$ cat src/hufd_pkg.sv
`timescale 1ns / 1ps
// shared types and constants of the huffman tree byte decoder
package hufd_pkg;

   localparam int COUNT_BITS = 24;
   localparam int LEN_BITS = 24;
   localparam int CMP_BITS = (COUNT_BITS > LEN_BITS) ? COUNT_BITS : LEN_BITS;
   localparam int NODE_BITS = 8;
   localparam int NODE_COUNT = 255;
   localparam int ENTRY_BITS = 32;
   localparam int BRANCH_BITS = 16;
   localparam int CODE_BITS = 8;
   localparam int BIT_SEL_BITS = 3;

   localparam logic [NODE_BITS-1:0] ROOT_NODE = 8'd254;
   localparam logic [NODE_BITS-1:0] BAD_INDEX = 8'd255;

   localparam int CMD_DEPTH = 4;
   localparam int CMD_PTR_BITS = 2;
   localparam int RSP_DEPTH = 4;
   localparam int RSP_PTR_BITS = 2;

   localparam int ADDR_BITS = 3;
   localparam int DATA_BITS = 32;
   localparam logic REG_LENGTH = 1'b0;

   localparam logic [1:0] ACT_LOAD = 2'd0;
   localparam logic [1:0] ACT_DECODE = 2'd1;
   localparam logic [1:0] ACT_START = 2'd2;

   localparam logic [1:0] ST_BYTE = 2'd0;
   localparam logic [1:0] ST_FINAL = 2'd1;
   localparam logic [1:0] ST_FAULT = 2'd2;

   typedef struct packed {
      logic [1:0] kind;
      logic [NODE_BITS-1:0] node_index;
      logic [ENTRY_BITS-1:0] entry;
      logic [CODE_BITS-1:0] code;
   } cmd_type;

   typedef struct packed {
      logic [7:0] out_byte;
      logic [1:0] status;
      logic last_of_run;
   } rsp_type;

   typedef struct packed {
      logic full;
      logic empty;
   } q_stat_type;

endpackage

$ cat src/hufd_cmd_queue.sv
`timescale 1ns / 1ps
// short command queue between front end and tree walker
module hufd_cmd_queue import hufd_pkg::*; (
   input  logic clock,
   input  logic reset,
   input  logic push,
   input  cmd_type wdata,
   input  logic pop,
   output cmd_type rdata,
   output q_stat_type stat
);

   cmd_type slot_ff [CMD_DEPTH];
   logic [CMD_PTR_BITS-1:0] wr_ptr_ff, wr_ptr_in;
   logic [CMD_PTR_BITS-1:0] rd_ptr_ff, rd_ptr_in;
   logic [CMD_PTR_BITS:0] count_ff, count_in;
   logic do_push, do_pop;

   assign stat.full = (count_ff == (CMD_PTR_BITS+1)'(CMD_DEPTH));
   assign stat.empty = (count_ff == '0);
   assign do_push = push && !stat.full;
   assign do_pop = pop && !stat.empty;
   assign rdata = slot_ff[rd_ptr_ff];

   always_comb begin
      wr_ptr_in = do_push ? wr_ptr_ff + 1'b1 : wr_ptr_ff;
      rd_ptr_in = do_pop ? rd_ptr_ff + 1'b1 : rd_ptr_ff;
      count_in = count_ff;
      if (do_push && !do_pop) begin
         count_in = count_ff + 1'b1;
      end else if (do_pop && !do_push) begin
         count_in = count_ff - 1'b1;
      end
   end

   always_ff @(posedge clock) begin
      if (reset) begin
         wr_ptr_ff <= '0;
         rd_ptr_ff <= '0;
         count_ff <= '0;
      end else begin
         wr_ptr_ff <= wr_ptr_in;
         rd_ptr_ff <= rd_ptr_in;
         count_ff <= count_in;
      end
   end

   always_ff @(posedge clock) begin
      if (do_push) begin
         slot_ff[wr_ptr_ff] <= wdata;
      end
   end

endmodule

$ cat config.mk
export PLATFORM = sky130hd
export DESIGN_NAME = hufd_cmd_queue
export DESIGN_NICKNAME = d
export VERILOG_FILES = /design/src/hufd_pkg.sv /design/src/hufd_cmd_queue.sv
export SDC_FILE = /design/constraint.sdc
export NUM_CORES = 1
export LEC_CHECK = 0
export BUFFER_PORTS_ARGS = -buffer_cell sky130_fd_sc_hd__buf_4
export CORE_UTILIZATION = 57
export DETAILED_ROUTE_END_ITERATION = 8
export PLACE_DENSITY = 0.79
export RECOVER_POWER = 25
export REMOVE_ABC_BUFFERS = 1
export SLEW_MARGIN = 20
export SYNTH_ARGS = -nofsm -noshare
export SYNTH_HDL_FRONTEND = slang
export SYNTH_SLANG_ARGS = --single-unit
$ cat constraint.sdc
create_clock -name clock -period 3.4 [get_ports clock]
set_input_delay 0.51 -clock clock [delete_from_list [all_inputs] [get_ports clock]]
set_output_delay 0.51 -clock clock [all_outputs]
set_load 0.02 [all_outputs]
======== Word-level counts from Yosys, hierarchy flattened ========
Memories as Yosys holds them, arrays and structs flattened. A register that Yosys moved wholly into a read port is not among the register bits.
Index checks and enable logic that the tools add are counted.
word-level totals
  flip-flop bits (word level) ............. 7
  RAM bits ................................ 200
  bits of input ports ..................... 54
  output and inout port bits .............. 52
  logic and storage cells ................. 25
  memories ................................ 1
operators by class
  add/sub/neg operators ................... 4
  equality and inequality tests ........... 1
  multiplexer cells ....................... 6
  reductions and logical operators ........ 10
memories
  name     words  width  rd ports  clocked after memory_dff  write ports  RTL line              RTL
  slot_ff  4      50     1         1                         1            hufd_cmd_queue.sv:13  cmd_type slot_ff [CMD_DEPTH];
operators with widths
  cell                 count
  $mux 3               2
  $add 2x1->2 const B  2
  $logic_and 1x1->1    4
  $logic_not 1->1      4
  $mux 2               2
  $add 3x1->3 const B  1
  $eq 3x3->1 const B   1
  $logic_not 3->1      1
  $sub 3x1->3 const B  1
  $mux 1               2
  $reduce_bool 2->1    1

======== Longest topological paths before layout ========
  word-level depth ........................ 7
  mapped depth ............................ 8
  mapped depth without buffers ............ 8

======== Worst setup path after synthesis ========
Ideal clock, no wire load.
  path type ............................... register to register
  start point ............................. register count_ff[0]
  end point ............................... memory slot_ff[0][0] in the netlist's numbering, enable pin
  library setup time ...................... 0.413 ns
  arrival time ............................ 2.084 ns
  required time ........................... 2.987 ns
  slack ................................... 0.903 ns
  stages on the path, launching flop included .. 4
  buffers on the path ..................... 0
  clock period less this slack ............ 2.497 ns
  cell sequence ........................... dfxtp_1 -> nor3b_2 -> nor2_1 -> and2_1
RTL lines
  what                    RTL line              RTL
  from (decl)             hufd_cmd_queue.sv:16  logic [CMD_PTR_BITS:0] count_ff, count_in;
  from (signal assigned)  hufd_cmd_queue.sv:44  count_ff <= count_in;
  to (decl)               hufd_cmd_queue.sv:13

==> flow_summary_export.csv <==
group,metric,value,unit
run_status,outcome,"finished, final reports clean",
power_and_ir_drop,powerDensity,792.9,nW/um2
yosys,synth_area,7740,um2
yosys,ys_types,23,
floorplan,dieHeight,118.5,um
global_route,track_usage,19.01,%
clock_network,path_clk_slew,0.06,ns
routing,dr.pass1.iters,4,
sta,hold_viol_final,0,
min_path,holdPathStages,1,
sta,setup_violations,0,
yosys,synth-seq-cells,209,
power_and_ir_drop,p_leak,3.078,nW
routing,drt_iter0_drc,245,
routing,routedWlPerCell,20.84,um
yosys,syn_inst,310,
run,maxCapViolCount,0,
sta,rsz0062_at_grt,"false",
min_path,hp-class,"input port to register",
critical_path,cp_top_family,"flip-flops",
routing,vias,3484,
global_route,antenna_found_initial,0,
routing,via_per_inst,5.628,
sta,setup_ws,0.6969,ns
placement,dp_hpwl,8.084,mm
yosys,syn_avg_cell_area,24.97,um2
critical_path,cp.buffers_inverters,2,
clock_network,cts.sinks,209,
sta,period_share,79.50,%
floorplan,start_util,58.45,%
placement,io_buffers,105,
critical_path,crit_path_cell_trace,"buf_12, mux4_2, buf_4",
cells_and_area,final_nets,491,
routing,drtAntennaViolNets,0,
critical_path,worst_path_max_delay_cell,"dfxtp_4",
cells_and_area,syn2layout_area_growth,19.98,%
clock_network,cts_tree,"yes",
placement,place_ws,1.024,ns
critical_path,cp_max_fo,28,
critical_path,arrival,2.19,ns
cells_and_area,fin_util,70.12,%
sta,worst_slew_pin_slew,0.7252,ns
floorplan,rows,42,
global_route,grt_overflow,0,
floorplan,dieWidth,118.5,um
min_path,worstHoldStart,"wdata[47]",
floorplan,io_pins,106,
routing,drc_errors,0,
power_and_ir_drop,ir_drop,489.8,uV
clock_network,insertion_delay,0.47,ns
clock_network,cts-root-buf,"clkbuf_16",
cells_and_area,register_area,6191,um2
yosys,ys_seq_area_share,79.92,%
cells_and_area,final_area,9286,um2
critical_path,r2r_cells,8,
clock_network,postCtsHoldBufs,0,
min_path,hold_end,"slot_ff[2][47]$_DFFE_PP_",
critical_path,timing.rr.start,"count_ff[0]$_SDFFE_PP0P_",
yosys,yosys_warnings,0,
power_and_ir_drop,power,7.363,mW
cells_and_area,drive_gt1_share,37.47,%
critical_path,crit_required,2.89,ns
sta,max_freq,370.0,MHz
routing,totalWireLength,12.90,mm
sta,finClkSkew,0.006122,ns
placement,postPlaceCellArea,8730,um2
floorplan,die-area,14050,um2
global_route,grt_pass1_wl,19.98,mm
cells_and_area,antenna_cells,0,
clock_network,ctsResizeCount,0,
clock_network,cts_buffers,20,
critical_path,start_kind,"register",
critical_path,slowest_delay,0.67,ns
cells_and_area,multi_input_area,1400,um2
critical_path,end_kind,"output pin",
sta,finalCriticalPeriod,2.703,ns
cells_and_area,final.fill_count,846,
critical_path,cp_num_cells,3,
clock_network,cts_max_path_buffers,3,
global_route,grt_pass1_vias,3648,
critical_path,regToRegSetupSlack,1.04,ns
critical_path,timing.rr.end,"count_ff[2]$_SDFFE_PP0P_",
global_route,grt_start_max_net_pins,36,
sta,slew_headroom,51.65,%
clock_network,postCtsSetupRepairBufs,0,
sta,fin_setup_tns,0,ns
clock_network,cts.htree.levels,1,
placement,routabilityCongestion,0.6970,
floorplan,core,13240,um2
critical_path,crit_type,"register to output pin",
sta,slew_viol_final,0,
Yosys cell counts:
| cell type | count | area [um2] |
|---|---|---|
| edfxtp_1 | 200 | 6006 |
| mux4_2 | 50 | 1126 |
| dfxtp_1 | 9 | 180.2 |
| nor2_1 | 6 | 22.52 |
| buf_12 | 5 | 100.1 |
| buf_2 | 5 | 25.02 |
| ha_1 | 5 | 62.56 |
| and2_1 | 4 | 25.02 |
| inv_1 | 4 | 15.01 |
| xor2_1 | 4 | 35.03 |
| a21oi_1 | 2 | 10.01 |
| mux2i_1 | 2 | 20.02 |
| nand2b_1 | 2 | 12.51 |
| o21ai_0 | 2 | 10.01 |
| or3_1 | 2 | 12.51 |
| buf_1 | 1 | 3.750 |
| buf_6 | 1 | 11.26 |
| clkbuf_1 | 1 | 3.750 |
| fa_1 | 1 | 20.02 |
| nor3_1 | 1 | 5.000 |
| nor3b_2 | 1 | 12.51 |
| o311ai_0 | 1 | 8.760 |
| o31ai_2 | 1 | 12.51 |
state kept, by name, summed over array words and instances, names as in the netlist, named ones only:
register / count
rd_ptr_ff: 2
wr_ptr_ff: 2
slot_ff: 200
count_ff: 3
final cells by class:
type,count,share of cell area (%)
clock buffers,27,6.117
clock inverters,7,1.253
inverters,4,0.1617
multi-input cells,84,15.08
flip-flops and latches,209,66.67
well taps,176,2.371
repair buffers,112,8.354
worst max path at each step:
| stage | start | endpoint | slack (ns) |
|---|---|---|---|
| floorplan | register | rdata[0] | -0.003 |
| global placement | push | slot_ff[1][20]$_DFFE_PP_ | 1.10 |
| detailed placement | push | count_ff[2]$_SDFFE_PP0P_ | 1.02 |
| CTS | register | rdata[4] | 0.61 |
| global route | register | rdata[24] | 0.53 |
| finish | register | rdata[4] | 0.70 |
power breakdown:
group / switching, mW / leakage [nW] / internal, mW / total, mW
sequential: 0.169 / 1.91 / 3.10 / 3.27
clock: 0.864 / 0.338 / 1.40 / 2.27
combinational: 0.917 / 0.832 / 0.911 / 1.83
cells by family (layout without fill, tap and decap cells):
logic type	after synthesis	after routing	share of synthesized area [%]
DFF	209	209	79.92
muxes	52	52	14.81
buffers and inverters	17	150	2.053
and+or+nand+nor	16	16	1.164
adders and majority gates	6	6	1.067
AOI/OAI and AO/OA	6	6	0.5335
xor gates and xnor gates	4	4	0.4526
metal layers:
metal	share of wire, %	GRT usage [%]	vias up
met4	2.4	5.538	0
met2	51	31.91	127
li1	-	-	1545
met5	0	0	-
met3	5.6	2.799	25
met1	41	26.36	1787
through the flow:
| stage | std cells | hold slack (ns) |
|---|---|---|
| floorplan | 297 | 0.4807 |
| global placement | 585 | 0.4921 |
| detailed placement | 585 | 0.5071 |
| CTS | 619 | 0.2217 |
| global route | 619 | 0.2356 |
| finish | 619 | 0.2389 |
cell usage in the layout, fill, tap and decap left out, types with 2 or more instances in the layout:
cell type and count:
mux4_2 50, clkbuf_16 21, buf_12 5, ha_1 5, nand2b_1 2, dfxtp_1 7
edfxtp_1 200, inv_1 4, clkinv_2 3, or3_1 2, o21ai_0 2, nor2_1 6
clkbuf_8 2, xor2_1 4, mux2i_1 2, bufinv_16 3, buf_4 73, a21oi_1 2
clkbuf_1 38, and2_2 4
Power figures use the tool's default switching activity.
