File: src/hufd_pkg.sv
`timescale 1ns / 1ps
// shared types and constants of the huffman tree byte decoder
package hufd_pkg;

   localparam int COUNT_BITS = 24;
   localparam int LEN_BITS = 24;
   localparam int CMP_BITS = (COUNT_BITS > LEN_BITS) ? COUNT_BITS : LEN_BITS;
   localparam int NODE_BITS = 8;
   localparam int NODE_COUNT = 255;
   localparam int ENTRY_BITS = 32;
   localparam int BRANCH_BITS = 16;
   localparam int CODE_BITS = 8;
   localparam int BIT_SEL_BITS = 3;

   localparam logic [NODE_BITS-1:0] ROOT_NODE = 8'd254;
   localparam logic [NODE_BITS-1:0] BAD_INDEX = 8'd255;

   localparam int CMD_DEPTH = 4;
   localparam int CMD_PTR_BITS = 2;
   localparam int RSP_DEPTH = 4;
   localparam int RSP_PTR_BITS = 2;

   localparam int ADDR_BITS = 3;
   localparam int DATA_BITS = 32;
   localparam logic REG_LENGTH = 1'b0;

   localparam logic [1:0] ACT_LOAD = 2'd0;
   localparam logic [1:0] ACT_DECODE = 2'd1;
   localparam logic [1:0] ACT_START = 2'd2;

   localparam logic [1:0] ST_BYTE = 2'd0;
   localparam logic [1:0] ST_FINAL = 2'd1;
   localparam logic [1:0] ST_FAULT = 2'd2;

   typedef struct packed {
      logic [1:0] kind;
      logic [NODE_BITS-1:0] node_index;
      logic [ENTRY_BITS-1:0] entry;
      logic [CODE_BITS-1:0] code;
   } cmd_type;

   typedef struct packed {
      logic [7:0] out_byte;
      logic [1:0] status;
      logic last_of_run;
   } rsp_type;

   typedef struct packed {
      logic full;
      logic empty;
   } q_stat_type;

endpackage

File: src/hufd_rsp_queue.sv
`timescale 1ns / 1ps
// result queue that decouples the tree walker from the consumer
module hufd_rsp_queue import hufd_pkg::*; (
   input  logic clock,
   input  logic reset,
   input  logic push,
   input  rsp_type wdata,
   input  logic pop,
   output rsp_type rdata,
   output q_stat_type stat
);

   rsp_type slot_ff [RSP_DEPTH];
   logic [RSP_PTR_BITS-1:0] wr_ptr_ff, wr_ptr_in;
   logic [RSP_PTR_BITS-1:0] rd_ptr_ff, rd_ptr_in;
   logic [RSP_PTR_BITS:0] count_ff, count_in;
   logic do_push, do_pop;

   assign stat.full = (count_ff == (RSP_PTR_BITS+1)'(RSP_DEPTH));
   assign stat.empty = (count_ff == '0);
   assign do_push = push && !stat.full;
   assign do_pop = pop && !stat.empty;
   assign rdata = slot_ff[rd_ptr_ff];

   always_comb begin
      wr_ptr_in = do_push ? wr_ptr_ff + 1'b1 : wr_ptr_ff;
      rd_ptr_in = do_pop ? rd_ptr_ff + 1'b1 : rd_ptr_ff;
      count_in = count_ff;
      if (do_push && !do_pop) begin
         count_in = count_ff + 1'b1;
      end else if (do_pop && !do_push) begin
         count_in = count_ff - 1'b1;
      end
   end

   always_ff @(posedge clock) begin
      if (reset) begin
         wr_ptr_ff <= '0;
         rd_ptr_ff <= '0;
         count_ff <= '0;
      end else begin
         wr_ptr_ff <= wr_ptr_in;
         rd_ptr_ff <= rd_ptr_in;
         count_ff <= count_in;
      end
   end

   always_ff @(posedge clock) begin
      if (do_push) begin
         slot_ff[wr_ptr_ff] <= wdata;
      end
   end

endmodule

File: config.mk
export PLATFORM = sky130hd
export DESIGN_NAME = hufd_rsp_queue
export DESIGN_NICKNAME = d
export VERILOG_FILES = /design/src/hufd_pkg.sv /design/src/hufd_rsp_queue.sv
export SDC_FILE = /design/constraint.sdc
export NUM_CORES = 1
export LEC_CHECK = 0
export BUFFER_PORTS_ARGS = -buffer_cell sky130_fd_sc_hd__buf_2
export CORE_MARGIN = 8
export CORE_UTILIZATION = 35
export DETAILED_ROUTE_END_ITERATION = 12
export REMOVE_ABC_BUFFERS = 1
export SYNTH_ARGS = -nofsm -noshare
export SYNTH_HDL_FRONTEND = slang
export SYNTH_SLANG_ARGS = --single-unit
File: constraint.sdc
create_clock -name clock -period 2.5 [get_ports clock]
set_clock_uncertainty 0.1 [all_clocks]
set_input_delay 0.625 -clock clock [delete_from_list [all_inputs] [get_ports clock]]
set_output_delay 0.625 -clock clock [all_outputs]
set_load 0.01 [all_outputs]
# Word-level counts from Yosys, hierarchy flattened
# Memory sizes are Yosys's and may differ from the RTL's. A register that Yosys moved wholly into a read port is not among the register bits.
# Index checks and enable logic that the tools add are counted.
# Widths: inputs -> output; s select.
# totals
elab_cells	25
register_bits	7
mem_bits_ro	0
mem_bits_rw	44
inputBits	15
latchBits	0
n_memories	1
output_inout_bits	13
# op_classes
n_reduce_logical	10
n_div	0
addsub	4
magnitude_cmp	0
mul	0
n_bitwise	0
shift	0
n_eq_ne	1
mux	6
# mem_list
name	words	width	read_ports	rd_ports_with_merged_regs	write_ports	line	source
slot_ff	4	11	1	1	1	hufd_rsp_queue.sv:13	rsp_type slot_ff [RSP_DEPTH];
# ops
operator	n
$mux 3	2
$add 2x1->2 const B	2
$logic_and 1x1->1	4
$logic_not 1->1	4
$mux 2	2
$add 3x1->3 const B	1
$eq 3x3->1 const B	1
$logic_not 3->1	1
$sub 3x1->3 const B	1
$mux 1	2
$reduce_bool 2->1	1

# Depth between registers and ports, before layout
# Gate-level depths: netlist (run 1).
# depth
depth_word	7
depth_mapped	8
depth_no_buf	8

# Worst setup path after synthesis (run 1)
# OpenSTA, ideal clock, no wires.
# synth_path
path_type	in2reg
start	input push
end	register count_ff[2]
n_path_buf	0
path_slack_ns	0.309
cell_stages	8
t_required_ns	2.330
setup_time_ns	0.070
arrival_ns	2.021
path_cell_list	inv_1 nor2_2 ha_1 inv_1 fa_1 xor2_1 or3_1 a21oi_1
# synth_via
elab_chain_len	4
word_cells_on_any_way	6
cone_classes	mux: 1; reduce/logical: 5
# synth_lines
item	line	source
start, declared	hufd_rsp_queue.sv:6	input logic push,
$logic_and 1x1->1 *	hufd_rsp_queue.sv:21	assign do_push = push && !stat.full;
named net do_push	hufd_rsp_queue.sv:17	logic do_push, do_pop;
$logic_not 1->1	hufd_rsp_queue.sv:31	end else if (do_pop && !do_push) begin
$logic_and 1x1->1	hufd_rsp_queue.sv:31	
$reduce_bool 2->1 (no source line)	n/a	
end signal, assigned	hufd_rsp_queue.sv:44	count_ff <= count_in;
end, declared	hufd_rsp_queue.sv:16	logic [RSP_PTR_BITS:0] count_ff, count_in;
# The timed path passes the listed nets; every way through them passes the cells marked *.
# A chain may end at the register's enable or synchronous reset.

==> results.tsv, run 1 <==
stage	metric	value	unit
clock_tree	clock sinks	53	
critical_path	largest fanout on the critical path	5	
power	PwrDens	949.6	nW/µm²
critical_path	Worst path top cell family by delay	multiplexers	
logic_synthesis	post-synthesis compound-gate area fraction	2.009	%
clock_tree	cts repair resizes	0	
run	maxcap violations	0	
logic_synthesis	register bit total from synthesis	53	
logic_synthesis	post-synth top area share	64.27	%
critical_path	slowest cell delay on critical path	0.51	ns
logic_synthesis	Cell variety after synth	22	
critical_path	crit path launch type	flop	
layout	area grow syn2layout	17.83	%
global_routing	vias in the first global route	1187	
critical_path	Crit-path slowest cell	mux4_2	
die	Initial Util	35.35	%
routing	overall routed net length	3595	µm
logic_synthesis	Post-synth EDFFs	44	
die	CORE AREA	5816	µm²
global_routing	Tot GR Track Use	8.735	%
clock_tree	Bufs on Longest Clock Path	2	
critical_path	r2r setup slk	0.30	ns
critical_path	Worst R2R Start	count_ff[1]$_SDFFE_PP0P_	
global_routing	grt ovf	0	
global_routing	initial antenna violation count	0	
timing	actual slew at the worst max-slew pin	0.5578	ns
critical_path	WP depth	3	
logic_synthesis	Seq/Total Area, Yosys	73.04	%
clock_tree	CTS Hold Bufs	0	
power	Design Power	0.002300	W
global_routing	largest net degree at the start of global routing	16	
timing	Final Max Tran Viols	0	
logic_synthesis	post-synthesis cell count	105	
layout	diode count	0	
logic_synthesis	Syn Area/Cell	19.58	µm²
logic_synthesis	largest cells by area after synthesis	edfxtp_1 (64%), mux4_2 (12%), dfxtp_1 (8.8%)	
placement	hpwl dp	2585	µm
logic_synthesis	cell with the most instances after synthesis	edfxtp_1	
routing	Via density	4.881	
clock_tree	CTS tree	built	
global_routing	first-pass GRT wire length	5768	µm
logic_synthesis	Post-Synth XOR/XNOR Area	1.704	%
die	die area	8582	µm²
routing	Pre-Repair DR Iteration Count	4	
routing	Starting DRT DRC Count	29	
critical_path	Crit Path Category	reg -> out	
timing	worst rel slew slack	62.76	%
logic_synthesis	Synth Flop Type	edfxtp_1	
layout	# fillers	545	
timing	RSZ-0062 raised after global routing	no	
logic_synthesis	mux share of post-synthesis cell area	13.02	%
critical_path	crit-path cells	buf_4, mux4_2, buf_2	
logic_synthesis	Syn. warnings	0	
die	DIE HEIGHT	92.64	µm
critical_path	Worst Path Arrival	1.58	ns
clock_tree	worst skew pair latency	0.29	ns
layout	nets	164	
critical_path	required time of the critical path	1.77	ns
clock_tree	CTS buffer count	5	
timing	final hold vios	0	
timing	WHS	0.4364	ns
timing	Fin Setup TNS	0	ns
die	die width	92.64	µm
logic_synthesis	Synth Area in Adders	4.017	%
clock_tree	clock-pin slew on the worst setup and hold paths	0.08	ns
routing	vias	1064	
placement	GPL Wtd Cong	0.7369	
logic_synthesis	synth cell count leaders	edfxtp_1 (44), mux4_2 (11), dfxtp_1 (9)	
timing	endpoints failing setup	0	
power	leakage	0.8680	nW
critical_path	Setup crit end	rdata[4]	
logic_synthesis	Simple-Gate Fraction of Synth Area	4.504	%
critical_path	RR Endpoint	count_ff[2]$_SDFFE_PP0P_	
worst_hold_path	Hold Crit Class	reg -> reg	
placement	count of input and output buffers	27	
critical_path	worst r2r path cells	7	
timing	fmax	434.0	MHz
timing	Tmin final	2.304	ns
logic_synthesis	post-synth top area cell	edfxtp_1	
critical_path	element type at the critical path end	primary output	
logic_synthesis	post-synthesis async set-or-reset flop share	0	%
logic_synthesis	Synth Cell Area	2056	µm²
power	VDD IR max	460.0	µV
logic_synthesis	main combinational cell family by area after synthesis	multiplexers	
die	Top Ports	28	
clock_tree	Clk Tree Root Cell	clkbuf_8	
outcome	status	finished, final reports clean	
critical_path	worst path bufs/invs	2	
routing	Final ANT Viol Nets	0	
clock_tree	setup bufs post-CTS	0	
routing	Avg WL per Cell	16.49	µm
die	Row Count	28	
layout	fraction of layout cells with a size suffix above 1	39.16	%
timing	fin crit share	92.16	%
layout	Core Util, Final	41.65	%
clock_tree	H-tree depth	2	
routing	DRC viols	0	
[layout by cell type (no fill, tap or decap)]
| cell | count |
|---|---|
| mux4_2 | 11 |
| dfxtp_1 | 8 |
| dfxtp_2 | 1 |
| clkinv_2 | 1 |
| o31ai_2 | 1 |
| buf_2 | 27 |
| buf_4 | 7 |
| mux2i_1 | 2 |
| and2_1 | 4 |
| nor3_1 | 1 |
| nor2_1 | 5 |
| nor2_2 | 1 |
| fa_1 | 1 |
| or3_1 | 2 |
| inv_1 | 4 |
| clkbuf_8 | 5 |
| ha_1 | 5 |
| nand2b_1 | 2 |
| bufinv_16 | 1 |
| o21ai_0 | 2 |
| nor3b_2 | 1 |
| edfxtp_1 | 44 |
| o311ai_1 | 1 |
| xor2_1 | 4 |
| a21oi_1 | 2 |
[state kept, by name (all words and copies together) (netlist names), named ones only]
register,flops
count_ff,3
wr_ptr_ff,2
slot_ff,44
rd_ptr_ff,2
[worst min-delay path by stage]
| stage | slack [ns] | start | end | depth (start not counted) |
|---|---|---|---|---|
| finish | 0.44 | wr_ptr_ff[0]$_SDFFE_PP0P_ | wr_ptr_ff[0]$_SDFFE_PP0P_ | 2 |
| global placement | 0.39 | wr_ptr_ff[1]$_SDFFE_PP0P_ | wr_ptr_ff[1]$_SDFFE_PP0P_ | 2 |
| floorplan | 0.38 | wr_ptr_ff[1]$_SDFFE_PP0P_ | wr_ptr_ff[1]$_SDFFE_PP0P_ | 2 |
| CTS | 0.44 | wdata[7] | slot_ff[3][7]$_DFFE_PP_ | 1 |
| global route | 0.43 | wdata[1] | slot_ff[2][1]$_DFFE_PP_ | 1 |
| detailed placement | 0.42 | rd_ptr_ff[1]$_SDFFE_PP0P_ | rd_ptr_ff[1]$_SDFFE_PP0P_ | 2 |
[metal layers]
layer | share of wire [%] | GRT usage (%)
met1 | 41 | 9.054
met2 | 52 | 15.67
met3 | 6.1 | 3.560
met4 | 0.75 | 2.819
met5 | 0 | 0
[power breakdown]
group / internal, W / switching [W]
Sequential: 0.00107 / 0.0000925
Clock: 0.000291 / 0.000246
Combinational: 0.000317 / 0.000281
[final cells by class]
cell class / instances / area (µm²) / share of cell area [%]
Multi-Input combinational cell: 45 / 519.2 / 21.44
Clock inverter: 2 / 35.03 / 1.446
Inverter: 4 / 15.01 / 0.6198
Sequential cell: 53 / 1503 / 62.04
Tap cell: 75 / 93.84 / 3.874
Clock buffer: 5 / 68.82 / 2.841
Timing Repair Buffer: 34 / 187.7 / 7.748
[worst reg2reg max path, stage by stage, from the launching register on]
cell and delay (ns):
dfxtp_1 0.39, o31ai_2 0.35, ha_1 0.25, inv_1 0.07
fa_1 0.38, xor2_1 0.16, or3_1 0.30, a21oi_1 0.14
[cells by family (layout without fill, tap and decap cells)]
logic type,count (synthesis),after routing
flops,53,53
simple gates,16,16
mux,13,13
buf+inv,7,45
fa+ha+maj,6,6
compound gates,6,6
xor+xnor,4,4
[per-stage QoR]
step           instances  setup slack, ns  area [µm²]
2_1_floorplan        102           0.3093        2036
3_3_place_gp         211           0.2872        2317
3_5_place_dp         211           0.1907        2317
4_1_cts              218          0.03663        2421
5_1_grt              218           0.1166        2422
6_report             218           0.1959        2422
Note: power is estimated with default switching activity, not from simulation.
==> run 2: changes to the inputs <==
--- a/config.mk
+++ b/config.mk
@@ -7,8 +7,9 @@
 export LEC_CHECK = 0
 export BUFFER_PORTS_ARGS = -buffer_cell sky130_fd_sc_hd__buf_2
 export CORE_MARGIN = 8
-export CORE_UTILIZATION = 35
+export CORE_UTILIZATION = 56
 export DETAILED_ROUTE_END_ITERATION = 12
+export PLACE_DENSITY = 0.78
 export REMOVE_ABC_BUFFERS = 1
 export SYNTH_ARGS = -nofsm -noshare
 export SYNTH_HDL_FRONTEND = slang
==> run 2 against run 1 <==
Compared with the run above: utilization is 24 points higher; clock power fell by 15%; critical path depth did not move; highest routed layer unchanged; final area shrank 2.7%.
==> results.tsv, run 2 (synthesized netlist as in run 1, its figures left out) <==
stage	metric	value	unit
outcome	status	finished, final reports clean	
clock_tree	CTS Hold Bufs	0	
routing	Final ANT Viol Nets	0	
power	Design Power	0.002206	W
critical_path	Worst Path Arrival	1.65	ns
critical_path	slowest cell delay on critical path	0.51	ns
power	Psw	0.0006239	W
timing	final hold vios	0	
layout	area of the multi-input gates	519.2	µm²
clock_tree	Clk Tree Root Cell	clkbuf_8	
timing	Final Max Tran Viols	0	
layout	# fillers	259	
placement	Placed Area	2268	µm²
critical_path	worst path bufs/invs	2	
die	Row Count	22	
power	sw frac	28.28	%
routing	Starting DRT DRC Count	86	
timing	RSZ-0062 raised after global routing	no	
timing	Fin Setup TNS	0	ns
critical_path	RR Endpoint	count_ff[2]$_SDFFE_PP0P_	
timing	fmax	420.5	MHz
critical_path	required time of the critical path	1.77	ns
timing	actual slew at the worst max-slew pin	0.5830	ns
timing	Tmin final	2.378	ns
power	Internal	0.001582	W
routing	DRC viols	0	
power	VDD IR max	484.1	µV
power	Seq pwr share	52.5	%
layout	commonest non-fill, non-tap cell in the layout	edfxtp_1	
clock_tree	worst skew pair latency	0.30	ns
placement	count of input and output buffers	27	
critical_path	largest fanout on the critical path	5	
timing	worst rel slew slack	61.13	%
die	Top Ports	28	
layout	Largest Register	slot_ff	
critical_path	crit path launch type	flop	
clock_tree	setup bufs post-CTS	0	
clock_tree	H-tree depth	2	
layout	fraction of layout cells with a size suffix above 1	37.32	%
worst_hold_path	hold path start	wr_ptr_ff[1]$_SDFFE_PP0P_	
clock_tree	cts repair resizes	0	
routing	Avg WL per Cell	17.12	µm
critical_path	element type at the critical path end	primary output	
timing	WHS	0.4291	ns
critical_path	Worst R2R Start	count_ff[1]$_SDFFE_PP0P_	
die	DIE HEIGHT	76.59	µm
layout	Largest register FFs	44	
clock_tree	CTS buffer count	5	
global_routing	grt ovf	0	
routing	vias	1014	
die	CORE AREA	3606	µm²
layout	diode count	0	
clock_tree	clock sinks	53	
routing	overall routed net length	3253	µm
placement	GPL Wtd Cong	0.7860	
power	combinational share of power	26.9	%
layout	Final Instance Area	2356	µm²
critical_path	r2r setup slk	0.27	ns
power	PwrDens	936.5	nW/µm²
critical_path	crit-path cells	buf_4, mux4_2, buf_2	
layout	nets	162	
die	die area	5866	µm²
global_routing	Tot GR Track Use	11.52	%
timing	fin crit share	95.13	%
critical_path	Crit Path Category	reg -> out	
die	die width	76.59	µm
die	Initial Util	57.01	%
global_routing	vias in the first global route	1061	
layout	Seq. cell area	1501	µm²
critical_path	Worst path top cell family by delay	multiplexers	
critical_path	Crit-path slowest cell	mux4_2	
routing	Via density	5.337	
clock_tree	Bufs on Longest Clock Path	2	
run	maxcap violations	0	
global_routing	first-pass GRT wire length	5161	µm
routing	Pre-Repair DR Iteration Count	4	
layout	top flop regs	slot_ff (44), count_ff (3)	
power	Clock Power Share	20.6	%
timing	endpoints failing setup	0	
layout	area grow syn2layout	14.61	%
power	leakage	0.8402	nW
critical_path	worst r2r path cells	7	
placement	hpwl dp	2385	µm
layout	most frequent cells in the layout	edfxtp_1 (44), buf_2 (27), mux4_2 (11), dfxtp_1 (9)	
worst_hold_path	Hold Path End	wr_ptr_ff[1]$_SDFFE_PP0P_	
global_routing	initial antenna violation count	0	
global_routing	largest net degree at the start of global routing	17	
clock_tree	clock-pin slew on the worst setup and hold paths	0.09	ns
worst_hold_path	hold depth	2	
clock_tree	CTS tree	built	
worst_hold_path	Hold Crit Class	reg -> reg	
==> run 2: cell count changes in the layout (fill, tap and decap cells not counted), sizes merged <==
cell | before | now
bufinv | 1 | 0
clkinv | 1 | 0
buf | 34 | 32
clkinvlp | 0 | 2
clkbuf | 5 | 6
==> run 2: area by class of cell <==
class	instances	share of cell area, %
clock buffers	6	3.080
clock inverters	2	0.6373
inverters	4	0.6373
multi-input cells	45	22.04
flip-flops and latches	53	63.73
well taps	48	2.549
repair buffers	32	7.329
==> run 2: how the worst max path moves through the flow <==
stage / cells after the start / from / to / slack, ns
finish: 3 / flop / rdata[7] / 0.12
global route: 3 / flop / rdata[7] / 0.03
CTS: 3 / flop / rdata[7] / 0.08
detailed placement: 8 / pop / count_ff[2]$_SDFFE_PP0P_ / 0.20
global placement: 9 / push / count_ff[2]$_SDFFE_PP0P_ / 0.28
floorplan: 8 / push / count_ff[2]$_SDFFE_PP0P_ / 0.31
==> run 2: metal layers <==
layer / vias to the layer above / track usage, % / routed length, µm
met2: 24 / 19.62 / 1722
met3: 4 / 4.245 / 149
li1: 479 / - / -
met1: 507 / 12.92 / 1349
met4: 0 / 4.038 / 31
met5: - / 0 / 0
==> run 2: through the flow <==
stage	utilization (%)	setup slack (ns)	cells
after floorplan	-	0.3093	102
after global placement	62.91	0.2770	182
after detailed placement	62.91	0.1974	182
after CTS	65.34	0.08172	190
after global routing	65.34	0.02521	190
final	65.34	0.1216	190
==> run 2: power by group through the flow <==
stage | combinational, W | clock (W) | sequential [W]
3_3_place_gp | 0.000585 | 0 | 0.00117
4_1_cts | 0.000610 | 0.000464 | 0.00116
6_report | 0.000593 | 0.000455 | 0.00116
2_1_floorplan | 0.000368 | 0 | 0.00118
3_5_place_dp | 0.000605 | 0 | 0.00118
5_1_grt | 0.000645 | 0.000498 | 0.00117
==> run 2: tightest hold or removal path, stage by stage, from the launching register on <==
cell and delay (ns):
dfxtp_1 0.34, nand2b_1 0.08, mux2i_1 0.06
